<file path="src/hdl/assert_macros.svh">
// Assertion helpers for the wall texture column block.
// Each macro takes a label, the clock, the active-low reset, an antecedent,
// a consequent and a message string.
`ifndef ASSERT_MACROS_SVH
`define ASSERT_MACROS_SVH

`ifndef SYNTHESIS

`define ASSERT_IMPLIES(label, clk, rst_n, ante, cons, msg) \
	label: assert property (@(posedge clk) disable iff (!rst_n) (ante) |-> (cons)) \
		else $error(msg);

`define ASSERT_NEXT(label, clk, rst_n, ante, cons, msg) \
	label: assert property (@(posedge clk) disable iff (!rst_n) (ante) |=> (cons)) \
		else $error(msg);

`else

`define ASSERT_IMPLIES(label, clk, rst_n, ante, cons, msg)

`define ASSERT_NEXT(label, clk, rst_n, ante, cons, msg)

`endif

`endif

</file>
<file path="src/hdl/rwtc_pkg.sv">
package rwtc_pkg;

	// Largest texture edge is 64 texels, so log2 stops at 6.
	localparam int TEX_LOG2_MAX = 6;
	localparam int IDX_W = 2 * TEX_LOG2_MAX;
	localparam logic [2:0] TEX_LOG2_RESET = 3'd6;

	localparam int SCREEN_HEIGHT = 512;
	localparam int HALF_SCREEN = SCREEN_HEIGHT / 2;

	// Quotient bits of (edge << 16) / height with edge up to 2^6.
	localparam int DIV_BITS = 17 + TEX_LOG2_MAX;
	localparam int DIV_CNT_W = $clog2(DIV_BITS);

	localparam logic [31:0] SHADE_MASK = 32'h007F_7F7F;

	localparam logic [1:0] CMD_LOAD  = 2'd0;
	localparam logic [1:0] CMD_BEGIN = 2'd1;
	localparam logic [1:0] CMD_PIXEL = 2'd2;

	localparam logic [1:0] FACE_NORTH = 2'd0;
	localparam logic [1:0] FACE_SOUTH = 2'd1;
	localparam logic [1:0] FACE_WEST  = 2'd2;
	localparam logic [1:0] FACE_EAST  = 2'd3;

	localparam logic [0:0] REG_TEX_SIZE_LOG2 = 1'b0;

	typedef enum logic [1:0] {
		ST_IDLE,
		ST_DIVIDE,
		ST_MULTIPLY
	} state_t;

	typedef struct packed {
		logic [1:0]  cmd;
		logic [1:0]  load_face;
		logic [11:0] load_address;
		logic [31:0] load_color;
		logic        wall_side;
		logic        ray_x_negative;
		logic        ray_y_positive;
		logic [15:0] wall_hit_fraction;
		logic [15:0] wall_height;
		logic [8:0]  first_row;
		logic [9:0]  end_row;
		logic [9:0]  column_x;
	} request_t;

	typedef struct packed {
		logic [8:0]  pixel_row;
		logic [9:0]  pixel_column;
		logic [31:0] pixel_color;
		logic        write_enable;
		logic        column_done;
	} result_t;

	typedef struct packed {
		logic load_tex;
		logic begin_col;
		logic pixel;
		logic div_step;
		logic mul_load;
		logic out_load;
	} ctl_t;

endpackage

</file>
<file path="src/hdl/rwtc_ctrl.sv">
`include "assert_macros.svh"

module rwtc_ctrl (
	input  logic           clk,
	input  logic           arst_n,
	input  logic           request_valid,
	input  logic [1:0]     cmd,
	output logic           request_stall,
	output logic           result_valid,
	input  logic           result_stall,
	output rwtc_pkg::ctl_t ctl
);

	rwtc_pkg::state_t state_q;
	rwtc_pkg::state_t state_d;
	logic [rwtc_pkg::DIV_CNT_W-1:0] cnt_q;
	logic [rwtc_pkg::DIV_CNT_W-1:0] cnt_d;
	logic s1_valid_q;
	logic result_valid_q;
	logic s1_adv;
	logic fire;
	logic begin_fire;

	assign s1_adv = s1_valid_q && (!result_valid_q || !result_stall);
	assign request_stall = (state_q != rwtc_pkg::ST_IDLE) || (s1_valid_q && !s1_adv);
	assign fire = request_valid && !request_stall;
	assign begin_fire = fire && (cmd == rwtc_pkg::CMD_BEGIN);
	assign result_valid = result_valid_q;

	always_comb begin
		state_d = state_q;
		cnt_d   = cnt_q;
		unique case (state_q)
			rwtc_pkg::ST_IDLE: begin
				if (begin_fire) begin
					state_d = rwtc_pkg::ST_DIVIDE;
					cnt_d   = rwtc_pkg::DIV_CNT_W'(rwtc_pkg::DIV_BITS - 1);
				end
			end
			rwtc_pkg::ST_DIVIDE: begin
				if (cnt_q == '0) begin
					state_d = rwtc_pkg::ST_MULTIPLY;
				end else begin
					cnt_d = cnt_q - 1'b1;
				end
			end
			rwtc_pkg::ST_MULTIPLY: begin
				state_d = rwtc_pkg::ST_IDLE;
			end
			default: begin
				state_d = rwtc_pkg::ST_IDLE;
			end
		endcase
	end

	always_comb begin
		ctl           = '0;
		ctl.load_tex  = fire && (cmd == rwtc_pkg::CMD_LOAD);
		ctl.begin_col = begin_fire;
		ctl.pixel     = fire && (cmd == rwtc_pkg::CMD_PIXEL);
		ctl.out_load  = s1_adv;
		unique case (state_q)
			rwtc_pkg::ST_DIVIDE:   ctl.div_step = 1'b1;
			rwtc_pkg::ST_MULTIPLY: ctl.mul_load = 1'b1;
			default:               ctl.div_step = 1'b0;
		endcase
	end

	always_ff @(posedge clk or negedge arst_n) begin
		if (!arst_n) begin
			state_q        <= rwtc_pkg::ST_IDLE;
			cnt_q          <= '0;
			s1_valid_q     <= 1'b0;
			result_valid_q <= 1'b0;
		end else begin
			state_q        <= state_d;
			cnt_q          <= cnt_d;
			s1_valid_q     <= ctl.pixel || (s1_valid_q && !s1_adv);
			result_valid_q <= s1_adv || (result_valid_q && result_stall);
		end
	end

	`ASSERT_NEXT(a_begin_divides, clk, arst_n, begin_fire, state_q == rwtc_pkg::ST_DIVIDE, "begin item did not start the divider")
	`ASSERT_NEXT(a_divide_ends, clk, arst_n, (state_q == rwtc_pkg::ST_DIVIDE) && (cnt_q == '0), state_q == rwtc_pkg::ST_MULTIPLY, "divider did not hand over to the multiply step")
	`ASSERT_NEXT(a_s1_held, clk, arst_n, s1_valid_q && result_valid_q && result_stall, s1_valid_q && result_valid_q, "pending pixel lost while output stalled")
	`ASSERT_IMPLIES(a_result_from_s1, clk, arst_n, $rose(result_valid_q), $past(s1_valid_q), "result appeared without a pixel in flight")

endmodule

</file>
<file path="config.mk">
export PLATFORM = sky130hd
export DESIGN_NAME = rwtc_ctrl
export DESIGN_NICKNAME = d
export VERILOG_FILES = /design/src/hdl/rwtc_pkg.sv /design/src/hdl/rwtc_ctrl.sv
export VERILOG_INCLUDE_DIRS = /design/src /design/src/hdl
export SDC_FILE = /design/constraint.sdc
export NUM_CORES = 1
export LEC_CHECK = 0
export BUFFER_PORTS_ARGS = -buffer_cell sky130_fd_sc_hd__buf_4
export CORE_AREA = 2 2 39 41
export DETAILED_ROUTE_END_ITERATION = 10
export DIE_AREA = 0 0 41 43
export PLACE_DENSITY = 0.63
export SLEW_MARGIN = 20
export SYNTH_ARGS = -nofsm -noshare
export SYNTH_HDL_FRONTEND = slang
export SYNTH_SLANG_ARGS = --single-unit
export TNS_END_PERCENT = 20
</file>
<file path="constraint.sdc">
create_clock -name clk -period 2.13 [get_ports clk]
set_input_delay 0.213 -clock clk [delete_from_list [all_inputs] [get_ports clk]]
set_output_delay 0.213 -clock clk [all_outputs]
set_load 0.01 [all_outputs]
</file>
==> key figures, run 1 <==
Cells and area
  • Sequential cell area: between 200 and 250 sq um
  • Area grow syn2layout: 28.3%
  • FILL cells: between 100 and 150
  • Area occupied by multi-input gates: 201 sq um
  • # diodes: 0
  • Layout net count: 73
  • Share of layout cells above drive strength 1: between 20% and 30%

Synth
  • Post-synthesis xor/xnor area fraction: 0%
  • Seq/Total Area, Yosys: between 40 and 50%
  • Synth Area per Inst: about 9.5 sq um
  • Number of synthesized flops with an enable pin: 0
  • List of most frequent post-synthesis cells: dfrtp_1, inv_1, nand3_1
  • Yosys Warn Count: 0
  • Post-Synth Adder-Cell Area: 2.65%
  • Top cells by area, synth: dfrtp_1, inv_1, nand3_1
  • Library cells used by synthesis: 27
  • Largest family of logic cells by synthesized area: compound AO/OA/AOI/OAI gates
  • Mapped Nets: 57
  • Synth Flop Type: dfrtp_1
  • Async set or reset register ratio after synthesis: 100%
  • Top-area cell type share of the netlist area: between 40 and 50%
  • Synth area leader: dfrtp_1
  • Simple-gate area share of the yosys netlist: 18.3%
  • Mux share of post-synthesis cell area: 0%
  • Post-Synthesis Cells: 50
  • Mapped cell area: 473 sq um
  • Most frequent cell after synthesis: dfrtp_1
  • Yosys reg bits: 9
  • Post-synthesis compound-gate area fraction: 21.7%

Clock tree
  • Clock Sinks: 9
  • Num CTS Buffers: 3
  • Htree depth: 1
  • Clock buffer depth: 2
  • CTS tree: done
  • Clock slew at reported path FFs: around 0.060 ns
  • Clock latency on the worst-skew pair: ~0.26 ns
  • CTS Root Cell: clkbuf_4

Placement
  • GPL Wtd Cong: 0.824
  • Dpl ws: 0.331 ns
  • HPWL after detailed placement: 670 um
  • # port buffers: 13

Setup path
  • Startpoint types: flip-flop
  • Setup crit end kind: output port
  • Worst reg2reg path depth: 5
  • Critical Path RT: approximately 1.9 ns
  • Critical path fanouts, max: 5
  • Worst Path Arrival: around 1.7 ns
  • Critical path class: reg2out

Power and ir drop
  • Logic pwr share: between 40% and 50%
  • Net Switching: between 200 and 300 uW
  • Pwr Density: roughly 1200 nW/um^2
  • Switching part of the total: 37.3%
  • Int Pwr: roughly 450 uW
  • Flop pwr share: 40.2%
  • LEAKAGE: around 0.30 nW
  • Clk pwr share: between 10% and 20%
  • Tot Pwr: between 700 and 800 uW
  • Max VDD drop: around 480 uV

Timing
  • Relative slew slack: 64.4%
  • Pins Over Slew Limit: 0
  • Setup_tns: 0 ns
  • Final Hold Fails: 0
  • PnR worst setup slack: roughly 0.25 ns
  • Final worst-path cycle share: about nine tenths
  • Min Hold Slack: 0.158 ns
  • Worst Skew: 0.00224 ns
  • RSZ-0062 raised after global routing: no
  • Slew @ Worst Pin: 0.530 ns
  • Fmax: about 530 MHz
  • Final min period: 1.88 ns
  • Setup Viol. Count Final: 0

Die
  • Die Area: about 1800 sq um
  • Row cnt: 14
  • Top Ports: 14
  • Die Wd: 41 um
  • Core ar.: between 1000 and 1500 sq um
  • Starting density of the core: 34.2%
  • Die H: between 40 and 50 um

Job
  • Max-capacitance violation count: 0

Run status
  • Status: complete, no violations

Drt
  • Initial DRC count: 5
  • Routed len/inst: roughly 11 um
  • Drt drc: 0
  • Post-DRT Antenna Nets: 0
  • WL final: between 800 and 900 um
  • Vias per std cell: 4.85
  • Via count: between 300 and 400
  • 1st-pass router iterations: 4

Global route
  • Number of global-route vias before repair: between 300 and 400
  • Largest net degree at the start of global routing: 10
  • All-Layer GR Usage: between 10% and 20%
  • Initial antenna violation count: 0
  • First-pass GRT wire length: 1.62 mm
  • GRT overflow: 0

Hold path
  • Worst hold path type: in2reg
  • Hold depth: 2
power groups by stage:
stage                     clock [mW]  sequential [mW]  combinational [mW]
after floorplan                    0            0.281               0.215
after global placement             0            0.294               0.302
after detailed placement           0            0.293               0.304
after CTS                      0.134            0.290               0.307
after global routing           0.149            0.304               0.347
final                          0.129            0.290               0.303
worst max-delay path: stages, from the launching register on:
cell and delay [ns]:
dfrtp_1 0.41, a311oi_1 0.52, nand2_1 0.17, nor3_1 0.16
buf_4 0.15
placed cells by master, fill, tap and decap left out, types with 2 or more instances in the layout:
cell type | synthesis | routed
nor2_1 | 3 | 3
buf_4 | 2 | 13
nor2b_1 | 2 | 2
nor3_1 | 2 | 2
nand3_1 | 4 | 4
o21ai_1 | 2 | 2
dfrtp_1 | 9 | 9
a21o_1 | 2 | 2
clkbuf_4 | 0 | 3
inv_1 | 6 | 6
worst paths after layout:
kind                              startpoint    endpoint  slack, ns
worst max register to register      cnt_q[0]    cnt_q[2]       0.32
worst min-delay path                  cmd[0]  s1_valid_q       0.16
worst min register to register      cnt_q[4]    cnt_q[4]       0.49
min in group asynchronous             arst_n    cnt_q[3]       0.30
worst max-delay path            result_valid      ctl[5]       0.25
max in group asynchronous             arst_n    cnt_q[2]       1.69
through the flow:
step / util, % / instance area, sq um / cells
finish: 43.9 / 607 / 81
global route: 43.9 / 607 / 81
CTS: 43.9 / 607 / 81
detailed placement: 41.2 / 571 / 76
global placement: 41.2 / 571 / 76
floorplan: - / 473 / 50
state kept, by name, summed over array words and instances, names as in the netlist:
| name | count |
|---|---|
| cnt_q | 5 |
| result_valid | 1 |
| s1_valid_q | 1 |
| state_q | 2 |
per-layer routing:
layer / routed length (um) / GRT usage [%] / up-vias
met5: 0 / 0 / -
met4: 38 / 12.0 / 0
met3: 25 / 1.57 / 5
met2: 388 / 18.4 / 9
met1: 410 / 19.1 / 175
li1: - / - / 204
cells by family after synthesis:
kind of cell,Yosys count
AO/OA/AOI/OAI,14
adder cells (fa/ha/maj),1
buffers and inverters,10
flip-flops,9
AND/OR/NAND/NOR,16
area by class of cell:
| class | count | share of cell area [%] |
|---|---|---|
| multi-input cells | 31 | 33.2 |
| flip-flops and latches | 9 | 37.1 |
| repair buffers | 14 | 17.7 |
| clock buffers | 4 | 4.33 |
| well taps | 16 | 3.30 |
| inverters | 7 | 4.33 |
timing repair:
item,in CTS,in global routing
buffers inserted,0,0
hold buffers,1,0
endpoints found under the hold margin,9,0
gates resized for setup,0,0
Note: power is estimated with default switching activity, not from simulation.
==> run 2: changes to the inputs <==
--- a/config.mk
+++ b/config.mk
@@ -7,7 +7,9 @@
 export NUM_CORES = 1
 export LEC_CHECK = 0
 export BUFFER_PORTS_ARGS = -buffer_cell sky130_fd_sc_hd__buf_4
+export CAP_MARGIN = 15
 export CORE_AREA = 2 2 39 41
+export CTS_CLUSTER_DIAMETER = 100
 export DETAILED_ROUTE_END_ITERATION = 10
 export DIE_AREA = 0 0 41 43
 export PLACE_DENSITY = 0.63
==> constraint.sdc (replaced) <==
create_clock -name clk -period 2.13 [get_ports clk]
set_input_delay 0.426 -clock clk [delete_from_list [all_inputs] [get_ports clk]]
set_output_delay 0.426 -clock clk [all_outputs]
set_load 0.01 [all_outputs]
==> run 2 against run 1 <==
Compared with the run above:
- non-clock buffer count increased by 2
- maximum frequency shrank 2.9%
- sequential power barely moved
- largest cell class unchanged
==> key figures, run 2 (synthesis results as in run 1) <==
Job
  • Max-capacitance violation count: 0

Clock tree
  • # Post-CTS Setup Buffers: 0
  • CTS Root Cell: clkbuf_4
  • CTS tree: done
  • Post-CTS sizing: 0
  • Clock slew at reported path FFs: around 0.060 ns
  • Num CTS Buffers: 3
  • Clock Sinks: 9
  • Htree depth: 1
  • Clock buffer depth: 2
  • Clock latency on the worst-skew pair: around 0.26 ns

Drt
  • Post-DRT Antenna Nets: 0
  • 1st-pass router iterations: 4
  • Vias per std cell: slightly above 5
  • WL final: ~930 um
  • Drt drc: 0
  • Via count: between 400 and 500
  • Initial DRC count: 7
  • Routed len/inst: approximately 11 um

Cells and area
  • Commonest cells after routing, fill and taps aside: buf_4, dfrtp_1, inv_1
  • Layout net count: 75
  • Reg with most FFs: cnt_q
  • Max reg flops: 5
  • Share of layout cells above drive strength 1: 28.4%
  • # diodes: 0
  • Largest regs: cnt_q (5), state_q (2)
  • Area grow syn2layout: 31.5%
  • FILL cells: 140
  • Most common cell after layout, fill and taps aside: buf_4

Setup path
  • Critical Path RT: ~1.7 ns
  • Setup crit end kind: output port
  • CP max-delay cell: dfrtp_1
  • Critical path fanouts, max: 5
  • Worst reg2reg path depth: 5
  • CP most frequent cell: buf_4
  • Critical path class: reg2out
  • Max incr delay on CP: ~0.42 ns
  • Worst Path Arrival: around 1.5 ns
  • FF-to-FF End: cnt_q[2]
  • Startpoint types: flip-flop
  • Setup slack, reg-to-reg: ~0.39 ns
  • Reg2reg start: cnt_q[0]
  • Critical path cell sequence: a311oi_1, buf_4, nand3_1, inv_1, buf_4

Placement
  • GPL Wtd Cong: between 0.8 and 0.9
  • # port buffers: 13

Die
  • Row cnt: 14
  • Die Wd: a little over 40 um
  • Die Area: about 1800 sq um
  • Core ar.: roughly 1400 sq um
  • Die H: around 43 um
  • Starting density of the core: around a third
  • Top Ports: 14

Timing
  • RSZ-0062 raised after global routing: no
  • Setup Viol. Count Final: 0
  • Setup_tns: 0 ns
  • Pins Over Slew Limit: 0
  • Final Hold Fails: 0
  • Final worst-path cycle share: roughly 91%
  • Fmax: a little over 500 MHz
  • Slew @ Worst Pin: slightly above 0.3 ns
  • Final min period: 1.94 ns
  • Worst Skew: around 0.0035 ns
  • Relative slew slack: about four fifths

Hold path
  • Worst Hold Launch: cmd[0]
  • Worst hold path type: in2reg
  • Worst Hold Path EP: s1_valid_q
  • Hold depth: 2

Power and ir drop
  • Tot Pwr: approximately 750 uW
  • LEAKAGE: approximately 0.31 nW
  • Pwr Density: roughly 1200 nW/um^2
  • Max VDD drop: about 510 uV

Global route
  • Largest net degree at the start of global routing: 10
  • GRT overflow: 0
  • Initial antenna violation count: 0
  • All-Layer GR Usage: between 10% and 20%
  • First-pass GRT wire length: 1.55 mm
  • Number of global-route vias before repair: 369

Run status
  • Status: complete, no violations
## run 2: cell types whose count changed in the layout (fill, tap and decap cells not counted)
| cell | delta |
|---|---|
| buf_4 | +2 |
## run 2: power by group
part           switching [mW]  total [mW]  leakage (nW)  internal [mW]
combinational           0.161       0.323         0.186          0.161
clock                  0.0606       0.133        0.0150         0.0723
sequential             0.0574       0.291         0.110          0.233
## run 2: metrics by stage
stage	setup slack, ns	hold slack [ns]	cell area (sq um)	instances	util, %
2_1_floorplan	0.421	0.130	473	50	-
3_3_place_gp	0.413	0.258	586	78	42.3
3_5_place_dp	0.391	0.258	586	78	42.3
4_1_cts	0.174	0.355	622	83	44.9
5_1_grt	0.0882	0.363	622	83	44.9
6_report	0.192	0.362	622	83	44.9
## run 2: worst max path at each step
stage,depth (start not counted),endpoint,startpoint
5_1_grt,5,ctl[4],result_valid
3_5_place_dp,5,cnt_q[2],cnt_q[0]
4_1_cts,5,ctl[4],result_valid
3_3_place_gp,6,ctl[4],result_stall
6_report,5,ctl[4],result_valid
2_1_floorplan,6,cnt_q[2],cnt_q[0]
## run 2: cell type report
type / instances / area (sq um) / share of cell area (%)
Inverter: 7 / 26.3 / 4.23
Tap cell: 16 / 20.0 / 3.22
Multi-Input combinational cell: 31 / 201 / 32.4
Clock buffer: 4 / 26.3 / 4.23
Timing Repair Buffer: 16 / 123 / 19.7
Sequential cell: 9 / 225 / 36.2
## run 2: worst max-delay path, delay by kind of cell, from the launching register on
kind,cells,cell delay [ns]
AOI/OAI and AO/OA,1,0.35
buffers and inverters,3,0.39
DFF,1,0.42
and+or+nand+nor,1,0.09
## run 2: per-layer routing
metal	vias to the layer above	wire [um]	part of all wire, %	track usage, %
li1	210	-	-	-
met1	202	433	47	17.6
met2	12	465	50	18.1
met3	0	31	3.3	3.14
met4	0	0	0	10.0
met5	-	0	0	0
## run 2: timing repair
item                                   4_1_cts  5_1_grt
hold buffers                                 1        0
setup endpoints to repair                    0        0
endpoints found under the hold margin        9        0
==> run 3: changes to the inputs <==
--- a/config.mk
+++ b/config.mk
@@ -6,13 +6,14 @@
 export SDC_FILE = /design/constraint.sdc
 export NUM_CORES = 1
 export LEC_CHECK = 0
+export ABC_AREA = 1
 export BUFFER_PORTS_ARGS = -buffer_cell sky130_fd_sc_hd__buf_4
 export CAP_MARGIN = 15
 export CORE_AREA = 2 2 39 41
 export CTS_CLUSTER_DIAMETER = 100
 export DETAILED_ROUTE_END_ITERATION = 10
 export DIE_AREA = 0 0 41 43
-export PLACE_DENSITY = 0.63
+export PLACE_DENSITY = 0.68
 export SLEW_MARGIN = 20
 export SYNTH_ARGS = -nofsm -noshare
 export SYNTH_HDL_FRONTEND = slang
==> run 3 against run 2 <==
Compared with the run above:
- sequential share of layout area decreased by 2.5 points
- die area unchanged
- via count increased by 6.4%
- sequential cell count unchanged
- power increased by 14%
- cell count increased by 19%
- synthesized cell count increased by 34%
- maximum frequency increased by 11%
- setup slack improved by 0.18 ns
==> key figures, run 3 <==
Run status
  • Status: complete, no violations

Power and ir drop
  • Flop pwr share: between 30% and 40%
  • Logic pwr share: ~50%
  • Tot Pwr: between 800 and 900 uW
  • Net Switching: 362 uW
  • Pwr Density: around 1300 nW/um^2
  • LEAKAGE: around 0.37 nW
  • Max VDD drop: between 600 and 700 uV
  • Clk pwr share: ~15%
  • Switching part of the total: between 40% and 50%
  • Int Pwr: roughly 500 uW

Synth
  • Simple-gate area share of the yosys netlist: just over 40%
  • Library cells used by synthesis: 18
  • Yosys Warn Count: 0
  • Yosys reg bits: 9
  • Most frequent cell after synthesis: nand2_1
  • Mux share of post-synthesis cell area: 0%
  • Post-Synth Adder-Cell Area: 2.36%
  • Synth area leader: dfrtp_1
  • Post-Synthesis Cells: 67
  • Seq/Total Area, Yosys: 42.6%
  • Largest family of logic cells by synthesized area: simple AND/OR/NAND/NOR gates
  • Async set or reset register ratio after synthesis: 100%
  • Mapped Nets: 74
  • Synth Flop Type: dfrtp_1
  • Top-area cell type share of the netlist area: about 43%
  • Post-synthesis compound-gate area fraction: under 10%
  • List of most frequent post-synthesis cells: nand2_1, dfrtp_1, inv_1
  • Mapped cell area: approximately 530 sq um
  • Number of synthesized flops with an enable pin: 0
  • Synth Area per Inst: 7.90 sq um
  • Post-synthesis xor/xnor area fraction: 1.65%
  • Top cells by area, synth: dfrtp_1, nand2_1, nand3_1

Drt
  • Initial DRC count: 2
  • Routed len/inst: roughly 9 um
  • Via count: roughly 450
  • Post-DRT Antenna Nets: 0
  • WL final: roughly 890 um
  • 1st-pass router iterations: 2
  • Drt drc: 0
  • Vias per std cell: about 4.6

Global route
  • Number of global-route vias before repair: ~380
  • GRT overflow: 0
  • Largest net degree at the start of global routing: 10
  • Initial antenna violation count: 0
  • First-pass GRT wire length: 1.44 mm
  • All-Layer GR Usage: about an eighth

Placement
  • HPWL after detailed placement: approximately 730 um
  • Dpl ws: 0.555 ns
  • GPL Wtd Cong: about 0.70
  • # port buffers: 13
  • DP Area: 632 sq um
  • Placed instance count: 94

Timing
  • Pins Over Slew Limit: 0
  • Final min period: ~1.8 ns
  • Final worst-path cycle share: about 80%
  • Setup Viol. Count Final: 0
  • Final Hold Fails: 0
  • Slew @ Worst Pin: roughly 0.24 ns
  • PnR worst setup slack: between 0.3 and 0.4 ns
  • Setup_tns: 0 ns
  • Fmax: 570 MHz
  • Relative slew slack: between 80% and 90%
  • Min Hold Slack: 0.377 ns
  • Worst Skew: just over 0.001 ns
  • RSZ-0062 raised after global routing: no

Die
  • Core ar.: about 1400 sq um
  • Die Wd: a little over 40 um
  • Starting density of the core: roughly two fifths
  • Die Area: approximately 1800 sq um
  • Die H: approximately 43 um
  • Top Ports: 14
  • Row cnt: 14

Cells and area
  • Largest regs: cnt_q (5), state_q (2)
  • Fin area: 668 sq um
  • Most common cell after layout, fill and taps aside: nand2_1
  • Layout net count: a little over 90
  • Reg with most FFs: cnt_q
  • Area grow syn2layout: 26.2%
  • Final non-filler cell total: 99
  • Max reg flops: 5
  • Commonest cells after routing, fill and taps aside: nand2_1, buf_4, inv_1, dfrtp_1, nand3_1
  • Share of layout cells above drive strength 1: about 29%
  • # diodes: 0
  • Fin util: 48.3%

Setup path
  • Critical path fanouts, max: 4
  • Critical path class: reg2out
  • Critical path cell sequence: nor2_4, nand3_1, nor3_1, buf_4
  • CP max-delay cell: dfrtp_1
  • Worst Path Arrival: 1.33 ns
  • Max incr delay on CP: 0.46 ns
  • Setup crit end kind: output port
  • Startpoint types: flip-flop
  • Critical Path RT: approximately 1.7 ns

Clock tree
  • CTS tree: done
  • Clock latency on the worst-skew pair: 0.26 ns
  • # Post-CTS Setup Buffers: 0
  • Post-CTS sizing: 0
  • Num CTS Buffers: 3
  • Clock slew at reported path FFs: 0.06 ns
  • Clock Sinks: 9
  • Clock buffer depth: 2
  • Htree depth: 1
  • CTS Root Cell: clkbuf_4

Job
  • Max-capacitance violation count: 0

Hold path
  • Worst hold path type: in2reg
[run 3: cell types whose count changed after synthesis, moves of 2 or more]
cell	previous run	this run
inv_1	6	9
nor2_1	3	5
nor2b_1	2	0
nor2_4	0	2
inv_2	0	2
nand2_1	1	20
a21o_1	2	0
nand3_1	4	7
[run 3: what timing repair did]
| action | 4_1_cts | 5_1_grt |
|---|---|---|
| endpoints found under the hold margin | 9 | 0 |
| hold buffers | 1 | 0 |
| setup endpoints to repair | 0 | 0 |
[run 3: worst paths after layout]
check	start	endpoint	slack [ns]	depth (start not counted)
worst max register to register	cnt_q[0]	cnt_q[2]	0.94	7
worst max-delay path	state_q[1]	ctl[5]	0.38	4
min in group asynchronous	arst_n	cnt_q[1]	0.51	2
max in group asynchronous	arst_n	state_q[1]	1.49	2
worst min register to register	s1_valid_q	result_valid	0.48	2
worst min-delay path	result_stall	result_valid	0.38	3
[run 3: cells by family (layout without fill, tap and decap cells)]
kind of cell,count (synthesis),after routing
AND/OR/NAND/NOR,41,41
buffers and inverters,13,29
AO/OA/AOI/OAI,2,2
flip-flops,9,9
adder cells (fa/ha/maj),1,1
XOR/XNOR,1,1
[run 3: per-layer routing]
metal,track usage [%],up-vias,share of wire (%)
met4,10.0,0,3.3
li1,-,238,-
met3,1.57,3,8.2
met2,17.8,16,44
met5,0,-,0
met1,15.1,194,44
[run 3: worst max-delay path, delay by kind of cell, from the launching register on]
kind / cells / cell delay (ns)
flops: 1 / 0.46
simple gates: 3 / 0.47
buf+inv: 1 / 0.15
[run 3: power groups by stage]
stage	combinational (mW)	sequential [mW]	clock [mW]
CTS	0.436	0.296	0.135
detailed placement	0.432	0.298	0
finish	0.426	0.296	0.131
floorplan	0.327	0.288	0
global placement	0.427	0.297	0
global route	0.496	0.302	0.146
[run 3: final cells by class]
class	instances	area, sq um
multi-input combinational	45	248
clock buffer	4	26.3
inverter	11	41.3
fill	142	716
tap	16	20.0
sequential	9	225
timing repair buffer	14	108
